$ cat src/rxf_pkg.sv
`timescale 1ns / 1ps
// ----------------------------------------------------------------------------
// rxf_pkg
// Shared constants and types of the receive address and duplicate filter.
// ----------------------------------------------------------------------------
package rxf_pkg;

    localparam int GROUP_ENTRIES = 32;
    localparam int PAYLOAD_BYTES = 64;

    localparam int GRP_AW = (GROUP_ENTRIES > 1) ? $clog2(GROUP_ENTRIES) : 1;
    localparam int PAY_AW = (PAYLOAD_BYTES > 1) ? $clog2(PAYLOAD_BYTES) : 1;
    localparam logic [7:0] PAY_LEN = 8'(PAYLOAD_BYTES);

    localparam int HDR_W = 38;
    localparam logic [15:0] BROADCAST_ADDR = 16'h0000;

    // item opcodes
    localparam logic [2:0] OP_HEADER = 3'd0;
    localparam logic [2:0] OP_BYTE   = 3'd1;
    localparam logic [2:0] OP_ADD    = 3'd2;
    localparam logic [2:0] OP_REMOVE = 3'd3;
    localparam logic [2:0] OP_CLEAR  = 3'd4;

    // result codes
    localparam logic [2:0] V_DELIVER    = 3'd0;
    localparam logic [2:0] V_FILTERED   = 3'd1;
    localparam logic [2:0] V_DUPLICATE  = 3'd2;
    localparam logic [2:0] V_TABLE_OK   = 3'd3;
    localparam logic [2:0] V_TABLE_FULL = 3'd4;
    localparam logic [2:0] V_NOT_FOUND  = 3'd5;

    // register index, taken from paddr[2]
    localparam logic REG_OWN_ADDR = 1'b0;
    localparam logic REG_PROMISC  = 1'b1;

    typedef struct packed {
        logic add;
        logic remove;
        logic clear;
    } grp_cmd_t;

    typedef struct packed {
        logic hit;
        logic free_found;
    } grp_stat_t;

endpackage

$ cat src/rxf_group_table.sv
`timescale 1ns / 1ps
// ----------------------------------------------------------------------------
// rxf_group_table
// Group address table: parallel lookup, lowest-free-slot add, remove, clear.
// ----------------------------------------------------------------------------
module rxf_group_table (
    input  logic               clk,
    input  logic               rst_n,
    input  logic [15:0]        lookup_addr,
    input  rxf_pkg::grp_cmd_t  cmd,
    output rxf_pkg::grp_stat_t stat
);
    import rxf_pkg::*;

    logic [15:0]              entry_mem [GROUP_ENTRIES];
    logic [GROUP_ENTRIES-1:0] valid_reg;
    logic [GROUP_ENTRIES-1:0] valid_next;
    logic [GRP_AW-1:0]        hit_idx;
    logic [GRP_AW-1:0]        free_idx;
    logic                     hit;
    logic                     free_found;
    logic                     do_insert;

    // descending scan leaves the lowest index
    always_comb
    begin
        hit        = 1'b0;
        hit_idx    = '0;
        free_found = 1'b0;
        free_idx   = '0;
        for (int i = GROUP_ENTRIES - 1; i >= 0; i--)
        begin
            if (valid_reg[i] && entry_mem[i] == lookup_addr)
            begin
                hit     = 1'b1;
                hit_idx = GRP_AW'(i);
            end
            if (!valid_reg[i])
            begin
                free_found = 1'b1;
                free_idx   = GRP_AW'(i);
            end
        end
    end

    assign do_insert = cmd.add && !hit && free_found;

    always_comb
    begin
        valid_next = valid_reg;
        if (cmd.clear)
        begin
            valid_next = '0;
        end
        else if (do_insert)
        begin
            valid_next[free_idx] = 1'b1;
        end
        else if (cmd.remove && hit)
        begin
            valid_next[hit_idx] = 1'b0;
        end
    end

    always_ff @(posedge clk or negedge rst_n)
    begin
        if (!rst_n)
        begin
            valid_reg <= '0;
        end
        else
        begin
            valid_reg <= valid_next;
        end
    end

    always_ff @(posedge clk)
    begin
        if (do_insert)
        begin
            entry_mem[free_idx] <= lookup_addr;
        end
    end

    assign stat.hit        = hit;
    assign stat.free_found = free_found;

endmodule

$ cat src/rx_frame_address_and_duplicate_filter_unit.sv
`timescale 1ns / 1ps
// ----------------------------------------------------------------------------
// rx_frame_address_and_duplicate_filter_unit
// Address and duplicate filter for decoded link-layer frames.
// ----------------------------------------------------------------------------
// Each item is accepted in ST_IDLE; in the accept cycle the payload memory is
// read at the current byte position. The item is then carried out in ST_EXEC:
// the byte is compared, the frame state and group table are updated, the byte
// is written back and any verdict is loaded into the output register. in_stall
// is high in ST_EXEC, and ST_EXEC lasts for as long as an earlier verdict is held
// by out_stall. Frames are judged on their last item; table add, remove and
// clear items always answer. No clearing pass follows reset.
// ----------------------------------------------------------------------------
module rx_frame_address_and_duplicate_filter_unit (
    input  logic        clk,
    input  logic        rst_n,
    // input items
    input  logic        in_valid,
    output logic        in_stall,
    input  logic [2:0]  opcode,
    input  logic [15:0] address,
    input  logic        dest_is_group,
    input  logic [15:0] source,
    input  logic        repeated,
    input  logic [1:0]  priority_req,
    input  logic [2:0]  hop_count,
    input  logic [7:0]  payload_byte,
    input  logic        last,
    // result items
    output logic        out_valid,
    input  logic        out_stall,
    output logic [2:0]  verdict,
    // configuration
    input  logic        psel,
    input  logic        penable,
    input  logic        pwrite,
    input  logic [2:0]  paddr,
    input  logic [31:0] pwdata,
    output logic [31:0] prdata,
    output logic        pready
);
    import rxf_pkg::*;

    typedef enum logic {
        ST_IDLE,
        ST_EXEC
    } state_t;

    state_t state_reg, state_next;

    // accepted item
    logic [2:0]  item_op_reg;
    logic [15:0] item_addr_reg;
    logic        item_dig_reg;
    logic [15:0] item_src_reg;
    logic        item_rep_reg;
    logic [1:0]  item_pri_reg;
    logic [2:0]  item_hop_reg;
    logic [7:0]  item_byte_reg;
    logic        item_last_reg;

    // frame state
    logic             lfv_reg, lfv_next;
    logic [HDR_W-1:0] last_header_reg, last_header_next;
    logic [7:0]       last_length_reg, last_length_next;
    logic [HDR_W:0]   cur_header_reg, cur_header_next;
    logic [7:0]       byte_index_reg, byte_index_next;
    logic             still_equal_reg, still_equal_next;
    logic             frame_open_reg, frame_open_next;
    logic             too_long_reg, too_long_next;

    logic        out_valid_reg, out_valid_next;
    logic [2:0]  verdict_reg, verdict_next;

    logic [15:0] own_address_reg;
    logic        promiscuous_reg;

    // payload store of the last kept frame
    logic [7:0]        pay_mem [PAYLOAD_BYTES];
    logic [7:0]        pay_rdata_reg;
    logic              pay_we;
    logic [PAY_AW-1:0] pay_addr;

    logic        can_go;
    logic        cfg_write;
    logic [15:0] lookup_addr;
    grp_cmd_t    grp_cmd;
    grp_stat_t   grp_stat;

    assign in_stall  = (state_reg != ST_IDLE);
    assign out_valid = out_valid_reg;
    assign verdict   = verdict_reg;
    assign pready    = 1'b1;
    assign cfg_write = psel && penable && pwrite;
    assign can_go    = !out_valid_reg || !out_stall;
    assign pay_addr  = byte_index_reg[PAY_AW-1:0];

    // byte items look up the open frame's destination
    assign lookup_addr = (item_op_reg == OP_BYTE) ? cur_header_reg[21:6] : item_addr_reg;

    always_comb
    begin
        case (paddr[2])
            REG_OWN_ADDR: prdata = {16'd0, own_address_reg};
            REG_PROMISC:  prdata = {31'd0, promiscuous_reg};
            default:      prdata = '0;
        endcase
    end

    rxf_group_table u_group_table (
        .clk         (clk),
        .rst_n       (rst_n),
        .lookup_addr (lookup_addr),
        .cmd         (grp_cmd),
        .stat        (grp_stat)
    );

    always_comb
    begin
        logic [HDR_W-1:0] hdr;
        logic [15:0]      dst;
        logic             rep;
        logic             is_grp;
        logic             to_own;
        logic             dup;
        logic             match;
        logic             do_judge;

        hdr      = '0;
        dst      = '0;
        rep      = 1'b0;
        is_grp   = 1'b0;
        to_own   = 1'b0;
        dup      = 1'b0;
        match    = 1'b0;
        do_judge = 1'b0;

        state_next       = state_reg;
        lfv_next         = lfv_reg;
        last_header_next = last_header_reg;
        last_length_next = last_length_reg;
        cur_header_next  = cur_header_reg;
        byte_index_next  = byte_index_reg;
        still_equal_next = still_equal_reg;
        frame_open_next  = frame_open_reg;
        too_long_next    = too_long_reg;
        out_valid_next   = out_valid_reg && out_stall;
        verdict_next     = verdict_reg;
        pay_we           = 1'b0;
        grp_cmd          = '0;

        case (state_reg)
            ST_IDLE:
            begin
                if (in_valid)
                begin
                    state_next = ST_EXEC;
                end
            end
            ST_EXEC:
            begin
                if (can_go)
                begin
                    state_next = ST_IDLE;
                    case (item_op_reg)
                        OP_HEADER:
                        begin
                            cur_header_next = {item_rep_reg, item_src_reg, item_addr_reg,
                                               item_dig_reg, item_pri_reg, item_hop_reg};
                            byte_index_next  = '0;
                            too_long_next    = 1'b0;
                            still_equal_next = lfv_reg;
                            frame_open_next  = 1'b1;
                            do_judge         = item_last_reg;
                        end
                        OP_BYTE:
                        begin
                            if (frame_open_reg)
                            begin
                                if (too_long_reg || byte_index_reg >= PAY_LEN)
                                begin
                                    too_long_next    = 1'b1;
                                    still_equal_next = 1'b0;
                                end
                                else
                                begin
                                    if (byte_index_reg >= last_length_reg)
                                    begin
                                        still_equal_next = 1'b0;
                                    end
                                    else if (pay_rdata_reg != item_byte_reg)
                                    begin
                                        // stored copy is being overwritten
                                        still_equal_next = 1'b0;
                                        lfv_next         = 1'b0;
                                    end
                                    pay_we          = 1'b1;
                                    byte_index_next = byte_index_reg + 8'd1;
                                end
                                do_judge = item_last_reg;
                            end
                        end
                        OP_ADD:
                        begin
                            grp_cmd.add    = 1'b1;
                            out_valid_next = 1'b1;
                            verdict_next   = (grp_stat.hit || grp_stat.free_found) ?
                                             V_TABLE_OK : V_TABLE_FULL;
                        end
                        OP_REMOVE:
                        begin
                            grp_cmd.remove = 1'b1;
                            out_valid_next = 1'b1;
                            verdict_next   = grp_stat.hit ? V_TABLE_OK : V_NOT_FOUND;
                        end
                        OP_CLEAR:
                        begin
                            grp_cmd.clear  = 1'b1;
                            out_valid_next = 1'b1;
                            verdict_next   = V_TABLE_OK;
                        end
                        default:
                        begin
                        end
                    endcase

                    if (do_judge)
                    begin
                        hdr    = cur_header_next[HDR_W-1:0];
                        rep    = cur_header_next[HDR_W];
                        dst    = hdr[21:6];
                        is_grp = hdr[5];
                        to_own = !is_grp && dst != BROADCAST_ADDR && dst == own_address_reg;
                        dup    = rep && lfv_next && still_equal_next && !too_long_next &&
                                 byte_index_next == last_length_reg && hdr == last_header_reg;
                        frame_open_next = 1'b0;
                        out_valid_next  = 1'b1;
                        if (!to_own && dup)
                        begin
                            verdict_next = V_DUPLICATE;
                        end
                        else
                        begin
                            lfv_next         = !too_long_next;
                            last_header_next = hdr;
                            last_length_next = byte_index_next;
                            match = promiscuous_reg || dst == BROADCAST_ADDR ||
                                    (is_grp ? grp_stat.hit : dst == own_address_reg);
                            verdict_next = match ? V_DELIVER : V_FILTERED;
                        end
                    end
                end
            end
            default:
            begin
                state_next = ST_IDLE;
            end
        endcase
    end

    always_ff @(posedge clk or negedge rst_n)
    begin
        if (!rst_n)
        begin
            state_reg       <= ST_IDLE;
            lfv_reg         <= 1'b0;
            last_header_reg <= '0;
            last_length_reg <= '0;
            cur_header_reg  <= '0;
            byte_index_reg  <= '0;
            still_equal_reg <= 1'b0;
            frame_open_reg  <= 1'b0;
            too_long_reg    <= 1'b0;
            out_valid_reg   <= 1'b0;
            verdict_reg     <= V_DELIVER;
            own_address_reg <= '0;
            promiscuous_reg <= 1'b0;
        end
        else
        begin
            state_reg       <= state_next;
            lfv_reg         <= lfv_next;
            last_header_reg <= last_header_next;
            last_length_reg <= last_length_next;
            cur_header_reg  <= cur_header_next;
            byte_index_reg  <= byte_index_next;
            still_equal_reg <= still_equal_next;
            frame_open_reg  <= frame_open_next;
            too_long_reg    <= too_long_next;
            out_valid_reg   <= out_valid_next;
            verdict_reg     <= verdict_next;
            if (cfg_write)
            begin
                case (paddr[2])
                    REG_OWN_ADDR: own_address_reg <= pwdata[15:0];
                    REG_PROMISC:  promiscuous_reg <= pwdata[0];
                    default:      ;
                endcase
            end
        end
    end

    always_ff @(posedge clk)
    begin
        if (in_valid && !in_stall)
        begin
            item_op_reg   <= opcode;
            item_addr_reg <= address;
            item_dig_reg  <= dest_is_group;
            item_src_reg  <= source;
            item_rep_reg  <= repeated;
            item_pri_reg  <= priority_req;
            item_hop_reg  <= hop_count;
            item_byte_reg <= payload_byte;
            item_last_reg <= last;
        end
    end

    // read every cycle at the current position; the address moves on a write and a header item resets it to zero
    always_ff @(posedge clk)
    begin
        if (pay_we)
        begin
            pay_mem[pay_addr] <= item_byte_reg;
        end
        pay_rdata_reg <= pay_mem[pay_addr];
    end

endmodule

$ cat config.mk
export PLATFORM = sky130hd
export DESIGN_NAME = rx_frame_address_and_duplicate_filter_unit
export DESIGN_NICKNAME = d
export VERILOG_FILES = /design/src/rxf_pkg.sv /design/src/rxf_group_table.sv /design/src/rx_frame_address_and_duplicate_filter_unit.sv
export SDC_FILE = /design/constraint.sdc
export NUM_CORES = 2
export LEC_CHECK = 0
export BUFFER_PORTS_ARGS = -buffer_cell sky130_fd_sc_hd__buf_2
export CAP_MARGIN = 10
export CORE_ASPECT_RATIO = 0.8
export CORE_MARGIN = 10
export CORE_UTILIZATION = 33
export CTS_CLUSTER_DIAMETER = 60
export DETAILED_ROUTE_END_ITERATION = 8
export HOLD_SLACK_MARGIN = 0.1
export PLACE_DENSITY_LB_ADDON = 0.25
export RECOVER_POWER = 100
export SLEW_MARGIN = 30
export SYNTH_ARGS = -nofsm -noshare
export SYNTH_HDL_FRONTEND = slang
export SYNTH_SLANG_ARGS = --single-unit
$ cat constraint.sdc
create_clock -name clk -period 12.4 [get_ports clk]
set_clock_uncertainty 0.05 [all_clocks]
set_input_delay 2.48 -clock clk [delete_from_list [all_inputs] [get_ports clk]]
set_output_delay 2.48 -clock clk [all_outputs]
set_load 0.05 [all_outputs]
### Yosys cells after proc, flatten, opt, wreduce, memory -nomap -nowiden

Memories as Yosys holds them, arrays and structs flattened. A register that Yosys moved wholly into a read port is not among the register bits.
Cells that the tools add are included.

* output and inout port bits: 38
* register bits: 202
* logic and storage cells: 352
* memories: 2
* memory bits (writable): 1024
* bits of input ports: 93

* bitwise logic cells: 6
* reduce and logical (&&, ||, !) cells: 74
* add/subtract/negate cells: 1
* mux-type cells: 200
* equal/unequal tests: 40
* order comparisons: 6

Memories
* pay_mem: depth 64, width 8, rd ports 1, clocked after memory_dff 1, write ports 1, RTL line rx_frame_address_and_duplicate_filter_unit.sv:79 `logic [7:0] pay_mem [PAYLOAD_BYTES];`
* u_group_table.entry_mem: depth 32, width 16, rd ports 32, clocked after memory_dff 0, write ports 1, RTL line rxf_group_table.sv:15 `logic [15:0] entry_mem [GROUP_ENTRIES];`

Operators by type and width (count)
* == test 16 bit: 33
* two-way mux 5 bit: 64
* two-way mux 39 bit: 3
* two-way mux 1 bit: 110
* two-way mux 32 bit: 3
* one-hot mux 32 bit (2 select lines): 1
* logical AND 1 bit: 49
* == test 38 bit: 1
* bitwise AND 32 bit: 1
* two-way mux 8 bit: 4
* NOT 32 bit: 1
* bitwise OR 32 bit: 1
* zero test 16 bit: 1
* two-way mux 16 bit: 1
* one-hot mux 8 bit (2 select lines): 1
* nonzero test 16 bit: 1
* two-way mux 3 bit: 5
* < comparator 5 x 6 -> 1 bit (second input constant): 2
* demux 1 bit (select 5 bit): 2
* >= comparator 5 x 1 -> 1 bit (second input constant): 2
* one-hot mux 3 bit (3 select lines): 1
* adder 8 x 1 -> 8 bit (second input constant): 1
* == test 8 bit: 1
* >= comparator 8 x 7 -> 1 bit (second input constant): 1
* 18 further kinds: 37

### Depth between registers and ports, before layout

* depth after elaboration: 45
* gate-level depth with buffers: 18
* gate-level depth less buffers: 13

### By module

A second synthesis with hierarchy kept.

* cells, all modules: 3819
* area, all modules: 53603.9 sq um

Modules (own cells, without submodules)
* rx_frame_address_and_duplicate_filter_unit: times used 1, sequential area each 20044.2 sq um, cells an instance 1926, area each 27925.5 sq um
* rxf_group_table: times used 1, sequential area each 16175.5 sq um, cells an instance 1893, area each 25678.4 sq um

### Worst setup path before layout

Ideal clock, no wire load.

* path type: in2reg
* start: input out_stall
* end: register u_group_table.valid_reg[24]
* path buffers: 0
* cell stages on the path: 8
* path slack: 6.232 ns
* required time: 12.264 ns
* library setup time: 0.086 ns
* arrival: 6.032 ns
* path through: nand2_1 > nand2_1 > nor4_1 > nand3_1 > or3_1 > nor4b_1 > o21ai_0 > a31oi_1

* cells in the longest elaborated chain, start to end: 8
* elaborated cells between the ends (all ways): 10
* those cells by class: mux (4); reduce/logical (6)

Ends and longest elaborated chain
* start: declaration: RTL line rx_frame_address_and_duplicate_filter_unit.sv:31 `input logic out_stall,`
* zero test 1 bit (*): RTL line rx_frame_address_and_duplicate_filter_unit.sv:95 `assign can_go = !out_valid_reg || !out_stall;`
* logical OR 1 bit (*): RTL line rx_frame_address_and_duplicate_filter_unit.sv:95
* two-way mux 3 bit (*): RTL line rx_frame_address_and_duplicate_filter_unit.sv:162 `if (can_go)`
* two-way mux 3 bit (*): RTL line rx_frame_address_and_duplicate_filter_unit.sv:152 `case (state_reg)`
* logical AND 1 bit (2 in series): RTL line rxf_group_table.sv:46 `assign do_insert = cmd.add && !hit && free_found;`
* two-way mux 32 bit: RTL line rxf_group_table.sv:55 `else if (do_insert)`
* two-way mux 32 bit: RTL line rxf_group_table.sv:51 `if (cmd.clear)`
* end signal: assignment: RTL line rxf_group_table.sv:73 `valid_reg <= valid_next;`
* end: declaration: RTL line rxf_group_table.sv:16 `logic [GROUP_ENTRIES-1:0] valid_reg;`

Mark *: on every way between the ends. The rest lies on a longest branch, timed or not.
A chain may end at the register's enable or synchronous reset.

### Worst setup path in the final report

* start: register item_op_reg[0]
* end: memory u_group_table.entry_mem[5][4], enable pin

* cells in the longest elaborated chain, start to end: 41
* elaborated cells between the ends (all ways): 107
* those cells by class: eq/ne (34); mux (38); reduce/logical (35)

Ends and longest elaborated chain
* start: declaration: RTL line rx_frame_address_and_duplicate_filter_unit.sv:52 `logic [2:0] item_op_reg;`
* start signal: assignment: RTL line rx_frame_address_and_duplicate_filter_unit.sv:307 `item_op_reg <= opcode;`
* == test 3 x 1 -> 1 bit: RTL line rx_frame_address_and_duplicate_filter_unit.sv:99 `assign lookup_addr = (item_op_reg == OP_BYTE) ? cur_header_reg[21:6] : item_addr_reg;`
* two-way mux 16 bit: RTL line rx_frame_address_and_duplicate_filter_unit.sv:99
* == test 16 bit: RTL line rxf_group_table.sv:33 `if (valid_reg[i] && entry_mem[i] == lookup_addr)`
* logical AND 1 bit: RTL line rxf_group_table.sv:33
* two-way mux 1 bit (32 in series): RTL line rxf_group_table.sv:33
* zero test 1 bit: RTL line rxf_group_table.sv:46
* logical AND 1 bit (*) (2 in series): RTL line rxf_group_table.sv:46
* two-way mux 1 bit (*): RTL line rxf_group_table.sv:79 `if (do_insert)`
* two-way mux 1 bit (not written as such) (*): RTL line rxf_group_table.sv:81 `entry_mem[free_idx] <= lookup_addr;`
* end: declaration: RTL line rxf_group_table.sv:15

Marks and branches as above.

==> impl_metrics.prom <==
# TYPE chip_impl_metric gauge
chip_impl_metric{name="grt_pass1_wl",unit="um"} 307800
chip_impl_info{name="critical_path.startpoint_type",value="flip-flop"} 1
chip_impl_info{name="critPathTopFamily",value="buffers and inverters"} 1
chip_impl_metric{name="antenna_found_initial",unit=""} 19
chip_impl_metric{name="design.die.area",unit="sq mm"} 0.1886
chip_impl_metric{name="drt-pass1-iter-count",unit=""} 9
chip_impl_metric{name="detailroute.via_count",unit=""} 40970
chip_impl_metric{name="timing.final.hold_violations",unit=""} 0
chip_impl_metric{name="max_freq",unit="MHz"} 101.7
chip_impl_metric{name="number_of_enable_flip_flop_cells_after_synthesis",unit=""} 1075
chip_impl_metric{name="powerDensity",unit="mW/mm^2"} 204.0
chip_impl_metric{name="peak_vdd_ir",unit="mV"} 0.1160
chip_impl_info{name="leading_cell_types_in_the_layout_fill_and_taps_excluded",value="edfxtp_1, xnor2_1, nor2_1"} 1
chip_impl_metric{name="critical_path_required",unit="ns"} 12.74
chip_impl_metric{name="coreArea",unit="sq mm"} 0.1699
chip_impl_metric{name="remaining_global_route_overflow",unit=""} 0
chip_impl_metric{name="crit_arrival",unit="ns"} 10.17
chip_impl_metric{name="ff2ff_path_depth",unit=""} 15
chip_impl_metric{name="combPwrFrac",unit="%"} 29.2
chip_impl_info{name="worst-setup-path-type",value="flip-flop to flip-flop"} 1
chip_impl_metric{name="post-cts-setup-buffer-count",unit=""} 0
chip_impl_metric{name="drive_above_1_share",unit="%"} 11.04
chip_impl_metric{name="post_cts_hold_buffer_count",unit=""} 0
chip_impl_metric{name="timing_worst_slew_pin_value",unit="ns"} 5.585
chip_impl_metric{name="design_power_total",unit="uW"} 13160
chip_impl_info{name="run_status",value="finished, violations left"} 1
chip_impl_metric{name="yosys_warnings",unit=""} 0
chip_impl_metric{name="fin_nets",unit=""} 4515
chip_impl_metric{name="synth_area_per_cell",unit="sq um"} 13.30
chip_impl_info{name="critPathCaptureType",value="flip-flop"} 1
chip_impl_info{name="hold_class",value="flip-flop to flip-flop"} 1
chip_impl_info{name="worst_reg2reg_path_startpoint",value="item_op_reg[0]"} 1
chip_impl_metric{name="synthToLayoutAreaGrowth",unit="%"} 13.89
chip_impl_metric{name="regArea",unit="sq mm"} 0.03622
chip_impl_metric{name="power.switching",unit="uW"} 4728
chip_impl_metric{name="grt_start_max_net_pins",unit=""} 105
chip_impl_metric{name="synth.lib_cells_used.distinct",unit=""} 97
chip_impl_metric{name="postCtsResizedCells",unit=""} 0
chip_impl_info{name="critical_path.reg2reg.endpoint",value="u_group_table.entry_mem[5][4]"} 1
chip_impl_metric{name="relSlewSlack",unit="%"} -272.3
chip_impl_metric{name="detail_route.drc_violations",unit=""} 0
chip_impl_metric{name="drv.max_cap_violation_count",unit=""} 46
chip_impl_metric{name="cell_area_after_synthesis",unit="sq mm"} 0.05661
chip_impl_metric{name="buffer_ports.inserted",unit=""} 95
chip_impl_metric{name="numClockSinks",unit=""} 1234
chip_impl_metric{name="ys_async_sr_fraction",unit="%"} 12.24
chip_impl_info{name="violations",value="capacitance limit, slew limit"} 1
chip_impl_info{name="synth_top_flop_cell",value="edfxtp_1"} 1
chip_impl_metric{name="cellInternalPower",unit="uW"} 8429
chip_impl_metric{name="fin_tns_setup",unit="ns"} 0
chip_impl_metric{name="pwr-share-clk",unit="%"} 31.8
chip_impl_metric{name="hold_path_depth",unit=""} 2
chip_impl_metric{name="seq_area_frac_synth",unit="%"} 63.98
chip_impl_metric{name="synth.ff_latch_count",unit=""} 1234
chip_impl_metric{name="r2r_setup_slack",unit="ns"} 2.57
chip_impl_metric{name="dp_hpwl",unit="um"} 136400
chip_impl_metric{name="floorplan.io_pins",unit=""} 131
chip_impl_metric{name="fin_crit_sh",unit="%"} 79.29
chip_impl_info{name="rsz0062_at_grt",value="no"} 1
chip_impl_metric{name="setup_violations",unit=""} 0
chip_impl_info{name="cell_by_cell_listing_of_the_critical_path",value="clkbuf_1 -> or3b_1 -> buf_12 -> a21boi_0 -> clkbuf_1 -> xnor2_1 -> nor4_1 -> nand4_1 -> nand4_1 -> nor4_1 -> nand4_1 -> buf_4 -> nand4bb_1 -> nor2_1 -> clkbuf_1"} 1
chip_impl_metric{name="multi_input_logic_area",unit="sq mm"} 0.01876
chip_impl_metric{name="netlist_instances",unit=""} 4258
chip_impl_metric{name="die-height",unit="um"} 390.5
chip_impl_info{name="cp_slowest_cell",value="a21boi_0"} 1
chip_impl_metric{name="via_per_inst",unit=""} 6.023
chip_impl_info{name="hold-path-endpoint",value="verdict[1]"} 1
chip_impl_metric{name="floorplan.die.width",unit="um"} 483.1
chip_impl_metric{name="grt.total_usage",unit="%"} 22.53
chip_impl_metric{name="fillers",unit=""} 16170
chip_impl_metric{name="start_util",unit="%"} 33.32
chip_impl_metric{name="cts_max_level",unit=""} 4
chip_impl_metric{name="grt_pass1_vias",unit=""} 38710
chip_impl_info{name="cts.root.buffer_cell",value="clkbuf_16"} 1
chip_impl_metric{name="gpl.final_weighted_congestion",unit=""} 0.9884
chip_impl_metric{name="tritoncts.num_buffers",unit=""} 144
chip_impl_info{name="hold_sp",value="verdict[1]"} 1
chip_impl_info{name="tritoncts_clock_tree",value="yes"} 1
chip_impl_metric{name="cts.clk_slew.worst_paths",unit="ns"} 0.06
chip_impl_metric{name="post_drt_wl_per_cell",unit="um"} 32.57
chip_impl_metric{name="switching_share",unit="%"} 35.93
chip_impl_metric{name="clock_insertion_delay_worst_skew",unit="ns"} 0.80
chip_impl_metric{name="routed_wirelength",unit="um"} 221500
chip_impl_metric{name="cp_max_fo",unit=""} 102
chip_impl_metric{name="detail_route.iter0.violations",unit=""} 6840
chip_impl_metric{name="final-max-slew-violation-count",unit=""} 1609
chip_impl_metric{name="p_leak",unit="uW"} 0.02090
chip_impl_metric{name="cpPeakStageDelay",unit="ns"} 2.05
chip_impl_metric{name="drt.antenna.violating_nets",unit=""} 0
chip_impl_metric{name="fp-row-count",unit=""} 135
chip_impl_metric{name="cp.buffers_inverters",unit=""} 5
chip_impl_metric{name="layout_min_cycle_time",unit="ns"} 9.832
chip_impl_metric{name="cts_max_path_buffers",unit=""} 3
chip_impl_info{name="final_common_cell",value="edfxtp_1"} 1
chip_impl_metric{name="power.sequential.fraction",unit="%"} 39.0
[worst max path at each step]
stage	start	to	slack, ns	cells past startpoint
4_1_cts	item_op_reg[0]	u_group_table.entry_mem[8][7]	5.46	14
3_5_place_dp	item_op_reg[0]	u_group_table.entry_mem[25][14]	5.44	14
5_1_grt	item_op_reg[0]	u_group_table.entry_mem[5][12]	2.50	15
6_report	item_op_reg[0]	u_group_table.entry_mem[5][4]	2.57	15
2_1_floorplan	out_stall	u_group_table.valid_reg[24]	6.23	8
3_3_place_gp	item_op_reg[0]	u_group_table.valid_reg[15]	5.30	15
[kinds of logic after synthesis]
| family | synth area share (%) |
|---|---|
| xor+xnor | 8.261 |
| fa+ha+maj | 0.1989 |
| simple gates | 8.717 |
| other cells | 0.01327 |
| compound gates | 13.77 |
| buf+inv | 3.149 |
| mux | 1.914 |
| flops | 63.98 |
[synthesized netlist by cell type (all sizes together), types with 70 or more instances]
| library cell | number | area share, % |
|---|---|---|
| buf | 140 | 1.4 |
| xnor2 | 343 | 5.3 |
| nor3 | 70 | 0.63 |
| nor4 | 94 | 1.1 |
| dfrtp | 151 | 6.7 |
| o21ai | 148 | 1.3 |
| a31oi | 75 | 0.83 |
| nor2b | 80 | 0.88 |
| a22oi | 186 | 2.5 |
| inv | 110 | 0.73 |
| a21oi | 95 | 0.85 |
| nand4 | 98 | 1.1 |
| nand2 | 170 | 1.1 |
| edfxtp | 1075 | 57 |
| xor2 | 191 | 3.0 |
| a221oi | 76 | 1.2 |
| nor2 | 224 | 1.5 |
| clkbuf | 137 | 0.91 |
[metrics by stage]
stage	cell area, sq um	hold slack (ns)	utilization (%)	worst slack (ns)	std cells
6_report	64480	0.4336	37.94	2.568	6802
5_1_grt	64450	0.4581	37.93	2.504	6792
4_1_cts	64910	0.4278	38.20	5.459	6790
3_5_place_dp	60300	0.4149	35.49	5.437	6526
3_3_place_gp	60220	0.4137	35.44	5.295	6522
2_1_floorplan	56670	0.4222	-	6.232	4273
[power by group through the flow]
| stage | clock network [uW] | registers [uW] | logic, uW |
|---|---|---|---|
| after floorplan | 0 | 5180 | 2050 |
| after global placement | 0 | 5180 | 3720 |
| after detailed placement | 0 | 5180 | 3740 |
| after CTS | 4240 | 5100 | 3760 |
| after global routing | 4400 | 5150 | 3960 |
| final | 4180 | 5130 | 3840 |
[routing by layer]
metal | global-route usage [%] | vias to the layer above | part of all wire [%]
met1 | 32.27 | 20790 | 43
met5 | 0 | - | 0.049
li1 | - | 16920 | -
met2 | 31.37 | 2710 | 40
met4 | 8.724 | 2 | 4.3
met3 | 7.241 | 550 | 12
[final cells by class]
cell class / count / area share (%)
Sequential cell: 1234 / 56.18
Clock inverter: 67 / 0.9761
Antenna cell: 11 / 0.04269
Clock buffer: 197 / 6.171
Timing Repair Buffer: 271 / 2.457
Multi-Input combinational cell: 2642 / 29.09
Tap cell: 2260 / 4.386
Inverter: 120 / 0.7025
[worst reg2reg max path, stage by stage (launching register included)]
cell and delay [ns]:
edfxtp_1 0.31, clkbuf_1 1.31, or3b_1 1.08, buf_12 0.47, a21boi_0 2.22, clkbuf_1 0.79, xnor2_1 0.21, nor4_1 0.09
nand4_1 0.28, nand4_1 0.21, nor4_1 0.40, nand4_1 0.14, buf_4 0.24, nand4bb_1 0.57, nor2_1 0.24, clkbuf_1 0.82
(Power assumes the default switching activity.)
